$ cat config.mk
export PLATFORM = sky130hd
export DESIGN_NAME = pid_motor_drive_controller_core
export DESIGN_NICKNAME = d
export VERILOG_FILES = /design/src/sv/pmd_pkg.sv /design/src/sv/pid_motor_drive_controller_core.sv
export SDC_FILE = /design/constraint.sdc
export NUM_CORES = 2
export LEC_CHECK = 0
export CAP_MARGIN = 20
export CORE_ASPECT_RATIO = 0.9
export CORE_MARGIN = 5
export CORE_UTILIZATION = 54
export DETAILED_ROUTE_END_ITERATION = 7
export DONT_BUFFER_PORTS = 1
export PLACE_DENSITY = 0.71
export SETUP_SLACK_MARGIN = 0.4
export SLEW_MARGIN = 30
export SYNTH_ARGS = -nofsm -noshare
export SYNTH_HDL_FRONTEND = slang
export SYNTH_SLANG_ARGS = --single-unit
$ cat constraint.sdc
create_clock -name clk -period 32.5 [get_ports clk]
set_input_delay 1.625 -clock clk [delete_from_list [all_inputs] [get_ports clk]]
set_output_delay 1.625 -clock clk [all_outputs]
set_load 0.03 [all_outputs]
$ cat src/sv/pmd_pkg.sv
// Shared types and constants for the PID motor drive controller.
// Used by pid_motor_drive_controller_core and the bench; depends on nothing.
package pmd_pkg;

  localparam int MEAS_W   = 16;
  localparam int DT_W     = 16;
  localparam int GAIN_W   = 16;
  localparam int POWER_W  = 8;
  localparam int PID_W    = 9;
  localparam int DIR_W    = 2;
  localparam int CFG_IDX_W  = 3;
  localparam int CFG_DATA_W = 16;
  localparam int IN_DATA_W  = 32;
  localparam int OUT_DATA_W = 32;

  localparam int ERR_W   = 17;
  localparam int DIFF_W  = 18;
  localparam int INTEG_W = 26;
  localparam int DIV_W   = 48;
  localparam int RATE_W  = 48;

  localparam int DIV_STEPS = 48;
  localparam int MUL_STEPS = 16;

  localparam logic [9:0]  MS_PER_S  = 10'd1000;
  localparam logic [10:0] MS_DIVISOR = 11'd1000;

  localparam logic signed [40:0] INT_LIM_WIDE = 41'sd16711680;
  localparam logic signed [INTEG_W-1:0] INT_LIM = 26'sd16711680;
  localparam logic signed [63:0] OUT_LIM_Q24 = 64'sd4261412864;
  localparam logic signed [63:0] OUT_NEG_Q24 = -64'sd4261412864;
  localparam logic [PID_W-1:0] PID_POS_MAX = 9'h0FE;
  localparam logic [PID_W-1:0] PID_NEG_MAX = 9'h102;
  localparam logic [RATE_W-1:0] RATE_SAT_POS = 48'h4000_0000_0000;
  localparam logic [RATE_W-1:0] RATE_SAT_NEG = 48'hC000_0000_0000;

  typedef enum logic [1:0] {
    MODE_STEER   = 2'd0,
    MODE_FOLLOW  = 2'd1,
    MODE_ENCODER = 2'd2,
    MODE_SPIN    = 2'd3
  } mode_t;

  typedef enum logic [DIR_W-1:0] {
    DIR_STOP = 2'd0,
    DIR_FWD  = 2'd1,
    DIR_BACK = 2'd2
  } dir_t;

  localparam logic [CFG_IDX_W-1:0] REG_MODE       = 3'd0;
  localparam logic [CFG_IDX_W-1:0] REG_SETPOINT   = 3'd1;
  localparam logic [CFG_IDX_W-1:0] REG_BASE_POWER = 3'd2;
  localparam logic [CFG_IDX_W-1:0] REG_KP_GAIN    = 3'd3;
  localparam logic [CFG_IDX_W-1:0] REG_KI_GAIN    = 3'd4;
  localparam logic [CFG_IDX_W-1:0] REG_KD_GAIN    = 3'd5;

endpackage

$ cat src/sv/pid_motor_drive_controller_core.sv
// PID motor drive controller: bit-serial dividers and multipliers, sequencer,
// output register and configuration registers.
// Depends on pmd_pkg.
//
// Usage:
//   Configuration: cfg_valid/cfg_ready with cfg_index and cfg_data; cfg_ready
//   is always high. Write registers only while no request is in flight.
//   Input: s_axis_* carries {elapsed_ms, measurement}; one request at a time.
//   Output: m_axis_* carries one result per request.
//   Sequence: the two 48-step restoring dividers (integral increment over 1000
//   and derivative over elapsed_ms, run side by side), then 16 steps of the
//   three serial gain multipliers, two additions, clamp and emit. A new request
//   is taken only once the previous one has left the sequencer.
//   The result sits in an output register, so the next request is accepted
//   while a result waits. If the receiver stalls, the following result holds
//   in the sequencer until the output register is free.
//   Reset (rst, synchronous) clears the configuration registers, the integral
//   and the previous error, and drops m_axis_tvalid.
module pid_motor_drive_controller_core (
  input  logic                                clk,
  input  logic                                rst,
  input  logic                                cfg_valid,
  output logic                                cfg_ready,
  input  logic [pmd_pkg::CFG_IDX_W-1:0]       cfg_index,
  input  logic [pmd_pkg::CFG_DATA_W-1:0]      cfg_data,
  input  logic                                s_axis_tvalid,
  output logic                                s_axis_tready,
  // [15:0] measurement, [31:16] elapsed_ms
  input  logic [pmd_pkg::IN_DATA_W-1:0]       s_axis_tdata,
  output logic                                m_axis_tvalid,
  input  logic                                m_axis_tready,
  // [8:0] pid_value, [9] drive_update, [11:10] chan_a_dir, [13:12] chan_b_dir,
  // [21:14] chan_a_power, [29:22] chan_b_power, [31:30] zero
  output logic [pmd_pkg::OUT_DATA_W-1:0]      m_axis_tdata
);
  import pmd_pkg::*;

  typedef enum logic [3:0] {
    ST_IDLE, ST_PREP, ST_DIV, ST_POST, ST_MUL, ST_ADD1, ST_ADD2, ST_CLAMP, ST_EMIT
  } state_t;

  state_t state;
  logic [5:0] count;

  mode_t                     mode;
  logic [MEAS_W-1:0]         setpoint;
  logic [POWER_W-1:0]        base_power;
  logic [GAIN_W-1:0]         kp_gain;
  logic [GAIN_W-1:0]         ki_gain;
  logic [GAIN_W-1:0]         kd_gain;

  logic [INTEG_W-1:0]        integral_acc;
  logic [ERR_W-1:0]          previous_error;

  logic [ERR_W-1:0]          err;
  logic [DIFF_W-1:0]         diff;
  logic [DT_W-1:0]           dt;

  logic [DIV_W-1:0]          dq_a;
  logic [9:0]                rem_a;
  logic [DIV_W-1:0]          dq_b;
  logic [DT_W-1:0]           rem_b;

  logic [INTEG_W-1:0]        integ_hold;
  logic                      zero_out;

  logic [INTEG_W-1:0]        xb;
  logic [RATE_W-1:0]         xc;
  logic [ERR_W:0]            pa;
  logic [INTEG_W:0]          pb;
  logic [RATE_W:0]           pc;
  logic [GAIN_W-1:0]         la;
  logic [GAIN_W-1:0]         lb;
  logic [GAIN_W-1:0]         lc;
  logic [GAIN_W-1:0]         ga;
  logic [GAIN_W-1:0]         gb;
  logic [GAIN_W-1:0]         gc;

  logic [63:0]               sum;
  logic [PID_W-1:0]          o_val;

  logic [PID_W-1:0]          out_pid;
  logic                      out_upd;
  logic [DIR_W-1:0]          out_a_dir;
  logic [DIR_W-1:0]          out_b_dir;
  logic [POWER_W-1:0]        out_a_pow;
  logic [POWER_W-1:0]        out_b_pow;

  // request decode
  logic [MEAS_W-1:0]  meas_in;
  logic [DT_W-1:0]    dt_in;
  logic [ERR_W-1:0]   err_in;
  logic [DIFF_W-1:0]  diff_in;

  assign meas_in = s_axis_tdata[15:0];
  assign dt_in   = s_axis_tdata[31:16];
  assign err_in  = {setpoint[MEAS_W-1], setpoint} - {meas_in[MEAS_W-1], meas_in};
  assign diff_in = {err_in[ERR_W-1], err_in} - {previous_error[ERR_W-1], previous_error};

  // dividend setup
  logic [ERR_W-1:0]  err_neg;
  logic [DIFF_W-1:0] diff_neg;
  logic [15:0]       err_mag;
  logic [16:0]       diff_mag;
  logic [31:0]       prod_a;
  logic [26:0]       prod_b;

  assign err_neg  = -err;
  assign diff_neg = -diff;
  assign err_mag  = err[ERR_W-1] ? err_neg[15:0] : err[15:0];
  assign diff_mag = diff[DIFF_W-1] ? diff_neg[16:0] : diff[16:0];
  assign prod_a   = err_mag * dt;
  assign prod_b   = diff_mag * MS_PER_S;

  // restoring divider steps
  logic [10:0] num_a;
  logic [10:0] sub_a;
  logic        ge_a;
  logic [16:0] num_b;
  logic [16:0] sub_b;
  logic        ge_b;

  assign num_a = {rem_a, dq_a[DIV_W-1]};
  assign sub_a = num_a - MS_DIVISOR;
  assign ge_a  = num_a >= MS_DIVISOR;
  assign num_b = {rem_b, dq_b[DIV_W-1]};
  assign sub_b = num_b - {1'b0, dt};
  assign ge_b  = num_b >= {1'b0, dt};

  // integral and derivative from quotients
  logic [39:0]        inc;
  logic [40:0]        integ;
  logic               integ_oor;
  logic [RATE_W-1:0]  rate;

  always_comb begin
    inc = err[ERR_W-1] ? -{1'b0, dq_a[38:0]} : {1'b0, dq_a[38:0]};
    integ = {{15{integral_acc[INTEG_W-1]}}, integral_acc} + {inc[39], inc};
    integ_oor = ($signed(integ) > INT_LIM_WIDE) || ($signed(integ) < -INT_LIM_WIDE);
    if (dt == '0) begin
      if (diff == '0) begin
        rate = '0;
      end else if (diff[DIFF_W-1]) begin
        rate = RATE_SAT_NEG;
      end else begin
        rate = RATE_SAT_POS;
      end
    end else if (diff[DIFF_W-1]) begin
      rate = -{5'b0, dq_b[42:0]};
    end else begin
      rate = {5'b0, dq_b[42:0]};
    end
  end

  // serial-parallel multiplier steps, gain bit LSB first
  logic              mul_last;
  logic [ERR_W+1:0]   xa_ext;
  logic [ERR_W+1:0]   add_a;
  logic [ERR_W+1:0]   ta;
  logic [INTEG_W+1:0] xb_ext;
  logic [INTEG_W+1:0] add_b;
  logic [INTEG_W+1:0] tb;
  logic [RATE_W+1:0]  xc_ext;
  logic [RATE_W+1:0]  add_c;
  logic [RATE_W+1:0]  tc;

  always_comb begin
    mul_last = count == 6'(MUL_STEPS - 1);
    xa_ext = {{2{err[ERR_W-1]}}, err};
    xb_ext = {{2{xb[INTEG_W-1]}}, xb};
    xc_ext = {{2{xc[RATE_W-1]}}, xc};
    add_a = ga[0] ? (mul_last ? -xa_ext : xa_ext) : '0;
    add_b = gb[0] ? (mul_last ? -xb_ext : xb_ext) : '0;
    add_c = gc[0] ? (mul_last ? -xc_ext : xc_ext) : '0;
    ta = {pa[ERR_W], pa} + add_a;
    tb = {pb[INTEG_W], pb} + add_b;
    tc = {pc[RATE_W], pc} + add_c;
  end

  // product alignment
  logic [33:0] prod_pa;
  logic [42:0] prod_pb;
  logic [64:0] prod_pc;
  logic [63:0] sa64;
  logic [63:0] sb64;

  assign prod_pa = {pa, la};
  assign prod_pb = {pb, lb};
  assign prod_pc = {pc, lc};
  assign sa64    = {{14{prod_pa[33]}}, prod_pa, 16'b0};
  assign sb64    = {{21{prod_pb[42]}}, prod_pb};

  // clamp and truncate toward zero
  logic [32:0]      biased;
  logic [PID_W-1:0] o_clamp;

  always_comb begin
    biased = sum[32:0] + (sum[63] ? 33'h0FF_FFFF : 33'h0);
    if ($signed(sum) > OUT_LIM_Q24) begin
      o_clamp = PID_POS_MAX;
    end else if ($signed(sum) < OUT_NEG_Q24) begin
      o_clamp = PID_NEG_MAX;
    end else begin
      o_clamp = biased[32:24];
    end
  end

  // motor channel mapping
  function automatic logic [POWER_W-1:0] sat_u8(input logic [9:0] v);
    logic [POWER_W-1:0] r;
    if (v[9]) begin
      r = '0;
    end else if (v[8]) begin
      r = '1;
    end else begin
      r = v[7:0];
    end
    return r;
  endfunction

  logic [PID_W-1:0]   o_neg;
  logic [POWER_W-1:0] o_mag;
  logic               o_pos;
  logic               o_is_neg;
  logic [9:0]         base_plus;
  logic [9:0]         base_minus;
  logic               map_upd;
  logic [DIR_W-1:0]   map_a_dir;
  logic [DIR_W-1:0]   map_b_dir;
  logic [POWER_W-1:0] map_a_pow;
  logic [POWER_W-1:0] map_b_pow;

  always_comb begin
    o_neg      = -o_val;
    o_is_neg   = o_val[PID_W-1];
    o_pos      = !o_is_neg && (o_val != '0);
    o_mag      = o_is_neg ? o_neg[7:0] : o_val[7:0];
    base_plus  = {2'b0, base_power} + {o_val[PID_W-1], o_val};
    base_minus = {2'b0, base_power} - {o_val[PID_W-1], o_val};
    map_upd    = 1'b0;
    map_a_dir  = DIR_STOP;
    map_b_dir  = DIR_STOP;
    map_a_pow  = '0;
    map_b_pow  = '0;
    unique case (mode)
      MODE_STEER: begin
        map_upd   = 1'b1;
        map_a_dir = DIR_FWD;
        map_b_dir = DIR_FWD;
        map_a_pow = sat_u8(base_minus);
        map_b_pow = sat_u8(base_plus);
      end
      MODE_FOLLOW: begin
        if (o_is_neg) begin
          map_upd   = 1'b1;
          map_a_dir = DIR_FWD;
          map_b_dir = DIR_FWD;
          map_a_pow = sat_u8(base_plus);
          map_b_pow = sat_u8(base_plus);
        end else if (o_pos) begin
          map_upd   = 1'b1;
          map_a_dir = DIR_BACK;
          map_b_dir = DIR_BACK;
          map_a_pow = o_mag;
          map_b_pow = o_mag;
        end
      end
      MODE_ENCODER: begin
        if (o_pos) begin
          map_upd   = 1'b1;
          map_a_dir = DIR_FWD;
          map_b_dir = DIR_FWD;
          map_a_pow = o_mag;
          map_b_pow = o_mag;
        end else if (o_is_neg) begin
          map_upd = 1'b1;
        end
      end
      MODE_SPIN: begin
        if (o_pos) begin
          map_upd   = 1'b1;
          map_a_dir = DIR_FWD;
          map_b_dir = DIR_BACK;
          map_a_pow = o_mag;
          map_b_pow = o_mag;
        end else if (o_is_neg) begin
          map_upd   = 1'b1;
          map_a_dir = DIR_BACK;
          map_b_dir = DIR_FWD;
          map_a_pow = o_mag;
          map_b_pow = o_mag;
        end
      end
    endcase
  end

  assign cfg_ready     = 1'b1;
  assign s_axis_tready = state == ST_IDLE;
  assign m_axis_tdata  = {2'b0, out_b_pow, out_a_pow, out_b_dir, out_a_dir, out_upd, out_pid};

  always_ff @(posedge clk) begin
    if (rst) begin
      state          <= ST_IDLE;
      count          <= '0;
      m_axis_tvalid  <= 1'b0;
      mode           <= MODE_STEER;
      setpoint       <= '0;
      base_power     <= '0;
      kp_gain        <= '0;
      ki_gain        <= '0;
      kd_gain        <= '0;
      integral_acc   <= '0;
      previous_error <= '0;
    end else begin
      if (cfg_valid && cfg_ready) begin
        unique case (cfg_index)
          REG_MODE:       mode       <= mode_t'(cfg_data[1:0]);
          REG_SETPOINT:   setpoint   <= cfg_data;
          REG_BASE_POWER: base_power <= cfg_data[POWER_W-1:0];
          REG_KP_GAIN:    kp_gain    <= cfg_data;
          REG_KI_GAIN:    ki_gain    <= cfg_data;
          REG_KD_GAIN:    kd_gain    <= cfg_data;
          default: ;
        endcase
      end

      if (m_axis_tvalid && m_axis_tready && (state != ST_EMIT)) begin
        m_axis_tvalid <= 1'b0;
      end

      unique case (state)
        ST_IDLE: begin
          if (s_axis_tvalid) begin
            err   <= err_in;
            diff  <= diff_in;
            dt    <= dt_in;
            state <= ST_PREP;
          end
        end
        ST_PREP: begin
          dq_a  <= {prod_a, 16'b0};
          dq_b  <= {5'b0, prod_b, 16'b0};
          rem_a <= '0;
          rem_b <= '0;
          count <= '0;
          state <= ST_DIV;
        end
        ST_DIV: begin
          dq_a  <= {dq_a[DIV_W-2:0], ge_a};
          rem_a <= ge_a ? sub_a[9:0] : num_a[9:0];
          dq_b  <= {dq_b[DIV_W-2:0], ge_b};
          rem_b <= ge_b ? sub_b[15:0] : num_b[15:0];
          count <= count + 6'd1;
          if (count == 6'(DIV_STEPS - 1)) begin
            state <= ST_POST;
          end
        end
        ST_POST: begin
          zero_out   <= integ_oor || (err == '0);
          integ_hold <= (integ_oor || (err == '0)) ? '0 : integ[INTEG_W-1:0];
          xb    <= integ[INTEG_W-1:0];
          xc    <= rate;
          pa    <= '0;
          pb    <= '0;
          pc    <= '0;
          la    <= '0;
          lb    <= '0;
          lc    <= '0;
          ga    <= kp_gain;
          gb    <= ki_gain;
          gc    <= kd_gain;
          count <= '0;
          state <= ST_MUL;
        end
        ST_MUL: begin
          pa    <= ta[ERR_W+1:1];
          la    <= {ta[0], la[GAIN_W-1:1]};
          pb    <= tb[INTEG_W+1:1];
          lb    <= {tb[0], lb[GAIN_W-1:1]};
          pc    <= tc[RATE_W+1:1];
          lc    <= {tc[0], lc[GAIN_W-1:1]};
          ga    <= ga >> 1;
          gb    <= gb >> 1;
          gc    <= gc >> 1;
          count <= count + 6'd1;
          if (mul_last) begin
            state <= ST_ADD1;
          end
        end
        ST_ADD1: begin
          sum   <= sa64 + sb64;
          state <= ST_ADD2;
        end
        ST_ADD2: begin
          sum   <= sum + prod_pc[63:0];
          state <= ST_CLAMP;
        end
        ST_CLAMP: begin
          o_val          <= zero_out ? '0 : o_clamp;
          integral_acc   <= integ_hold;
          previous_error <= err;
          state          <= ST_EMIT;
        end
        ST_EMIT: begin
          if (!m_axis_tvalid || m_axis_tready) begin
            out_pid       <= o_val;
            out_upd       <= map_upd;
            out_a_dir     <= map_a_dir;
            out_b_dir     <= map_b_dir;
            out_a_pow     <= map_a_pow;
            out_b_pow     <= map_b_pow;
            m_axis_tvalid <= 1'b1;
            state         <= ST_IDLE;
          end
        end
        default: state <= ST_IDLE;
      endcase
    end
  end

`ifndef SYNTHESIS
  a_integral_bound: assert property (@(posedge clk) disable iff (rst)
    ($signed(integral_acc) <= INT_LIM) && ($signed(integral_acc) >= -INT_LIM))
    else $error("stored integral outside +/-255");

  a_pid_bound: assert property (@(posedge clk) disable iff (rst)
    m_axis_tvalid |-> ($signed(out_pid) <= 9'sd254) && ($signed(out_pid) >= -9'sd254))
    else $error("pid_value outside +/-254");

  a_no_update_zero: assert property (@(posedge clk) disable iff (rst)
    (m_axis_tvalid && !out_upd) |->
      (out_a_dir == DIR_STOP) && (out_b_dir == DIR_STOP) &&
      (out_a_pow == '0) && (out_b_pow == '0))
    else $error("channel fields set without drive update");

  a_inc_quotient_width: assert property (@(posedge clk) disable iff (rst)
    (state == ST_POST) |-> (dq_a[DIV_W-1:39] == '0))
    else $error("integral increment quotient too wide");
`endif

endmodule

==> results.cfg <==
[status]
run_status = finished, final reports clean

[clock_network]
tritoncts = done
cts-resized-gates = 0
insertion_delay_to_the_later_sink_of_the_worst_skew_pair_ns = 0.67
cts_max_path_buffers = 3
cts.sink_count = 695
cts_root_buffer = clkbuf_16
hold_buf_count_cts = 0
cts_clk_pin_slew_worst_paths_ns = 0.06
cts_setup_buffers = 0
cts-htree-levels = 3
cts-buffers-inserted = 80

[die]
start_util = 0.545
floorplan.die_area_mm2 = 0.111
vertical_die_dimension_um = 317
io_pins = 91
core_region_area_mm2 = 0.104
fp-row-count = 112
die_x_um = 351

[worst_setup_path]
critPathMaxFanout = 16
crit_type = register to register
cp_num_buf_inv = 5
crit_arrival_ns = 9.86
largest_stage_delay_worst_path_ns = 0.63
cell_class_contributing_the_biggest_share_of_worst_path_delay = adder cells
timing.reg2reg.setup_slack_ns = 23.01
critPathCaptureType = register
worst_path_most_repeated_cell = fa_1
timing.critical_path.required_ns = 32.87
critical_path.startpoint_type = register
crit_slowest_cell = o41ai_1

[yosys]
synth.yosys.seq_area_share = 0.346
synthTopCellsByArea = edfxtp_1 (30%), ha_1 (11%), fa_1 (9.3%)
syn_area_mm2 = 0.0566
async_sr_flop_fraction = 0
yosysTopAreaCellShare = 0.301
synth.most_common_cell = nand2_1
postSynthRegisterBits = 695
synth_commonest_cells = nand2_1 (808), edfxtp_1 (567), inv_1 (498), ha_1 (488), a21oi_1 (455)
synth_enable_flop_cells = 567
yosys_most_used_dff = edfxtp_1
syn_avg_cell_area_um2 = 9.20
postSynthCellCount = 6146
yosysWarnings = 0
synthDominantAreaCellType = edfxtp_1
synth_cell_type_count = 83

[global_routing]
met2_usage = 0.386
global_route.usage.met1 = 0.373
globalRoute.busiestLayer = met2
gr-total-overflow = 0
grt_pass1_wl_mm = 227
groute.usage.overall = 0.251
grt_max_degree = 132
grt_antenna_before_repair = 3
grt_pass1_vias = 42600
use_met3 = 0.0371

[final_layout]
final_net_count = 6855
final_layout_size_suffix_gt1_frac = 0.0375
stdcell_area_mm2 = 0.0604
syn2layout_area_growth_pct = 6.85
n_antenna_cell = 0
layout.area.seq_mm2 = 0.0196
fill_cells = 8938
multiInputGateArea_mm2 = 0.0343
final-instance-count-excl-fill = 7481

[placed_design]
final_weighted_congestion_in_routability_driven_placement = 0.892
post_dp_cell_area_mm2 = 0.0578
cell_count_after_placement = 7334
place.detailed.hpwl_mm = 105
port-buffer-count = 0

[timing]
final.setup.tns_ns = 0
fmaxAchievable_mhz = 105
hold_ws_ns = 0.455
final_hold_viol_count = 0
relSlewSlack = 0.344
actual_transition_at_the_worst_max_transition_pin_ns = 0.985
period_minus_slack_ns = 9.49
slew_violations = 0
rsz_0062_raised_after_global_routing = false
report.final.setup_viol = 0
fin_crit_sh = 0.292
clock-skew-final_ns = 0.0297

[routing]
dr.pass1.iters = 6
ant_nets = 0
detail_route.drc_violations = 0
dr_iter_0_viols = 3835
routed_wire_length_per_instance_um = 18.7
vias_per_cell = 5.86
num_vias = 43800
wl_mm = 140

[flow_run]
max-cap-violations = 0

[hold_path]
hold_path.class = register to register
[worst min-delay path: cells and delay by family (launching register included)]
family / cells / cell delay (ns)
DFF: 1 / 0.30
AOI/OAI and AO/OA: 1 / 0.06
and+or+nand+nor: 1 / 0.05
[worst paths after layout]
path                            cells after the start        start           to
worst max-delay path                               30       err[0]     dq_a[46]
worst min-delay path                                2  kp_gain[15]  kp_gain[15]
worst max register to register                     30       err[0]     dq_a[46]
worst min register to register                      2  kp_gain[15]  kp_gain[15]
[cell usage in the layout (no fill, tap or decap), types with 40 or more instances in the layout]
cell and n:
edfxtp_1 567, and3_1 44, dfxtp_1 128, a21boi_0 43, nor2b_1 56, nor3_1 100
buf_4 43, and2_1 255, xnor2_1 286, a31oi_1 43, o21bai_1 54, clkbuf_16 80
o31ai_1 64, xor2_1 175, o21a_1 47, a211oi_1 40, nor2_1 450, inv_1 498
a21o_1 155, nand4_1 47, o21ai_0 305, fa_1 263, ha_1 488, a21oi_1 455
nand3_1 76, nand2b_1 76, or3_1 62, nand2_1 808
[flip-flops by register name, indices dropped and copies added (netlist names), 17 cells and up]
register and cells:
previous_error 17, diff 18, dq_a 48, integ_hold 26, pb 27, sum 64, integral_acc 26, xb 26
pa 18, xc 48, err 17, pc 49, dq_b 48
[routing by layer]
| metal | vias up | wire, um | share of wire |
|---|---|---|---|
| li1 | 21100 | - | - |
| met1 | 21100 | 65400 | 0.47 |
| met2 | 1342 | 61200 | 0.44 |
| met3 | 223 | 9200 | 0.066 |
| met4 | 0 | 3920 | 0.028 |
| met5 | - | 0 | 0 |
[final cells by class]
class / instances / share of cell area
multi-input cells: 4728 / 0.568
flip-flops and latches: 695 / 0.324
clock buffers: 111 / 0.0364
inverters: 498 / 0.0309
well taps: 1368 / 0.0283
clock inverters: 36 / 0.00667
repair buffers: 45 / 0.00571
[metrics by stage]
stage | setup slack (ns) | util
2_1_floorplan | 16.77 | -
3_3_place_gp | 23.24 | 0.557
4_1_cts | 23.03 | 0.582
3_5_place_dp | 23.08 | 0.557
5_1_grt | 22.34 | 0.582
6_report | 23.01 | 0.582
[kinds of logic after synthesis]
group	after synthesis	share of synthesized area
adders and majority gates	751	0.201
AOI/OAI and AO/OA	1358	0.149
DFF	695	0.346
and+or+nand+nor	2125	0.178
buffers and inverters	724	0.0485
muxes	30	0.00533
xor gates and xnor gates	461	0.0714
other	2	0.000133
Power is left out: the tool's default activity adds up to more than one toggle a clock period on the data nets, which glitch-free logic cannot reach.
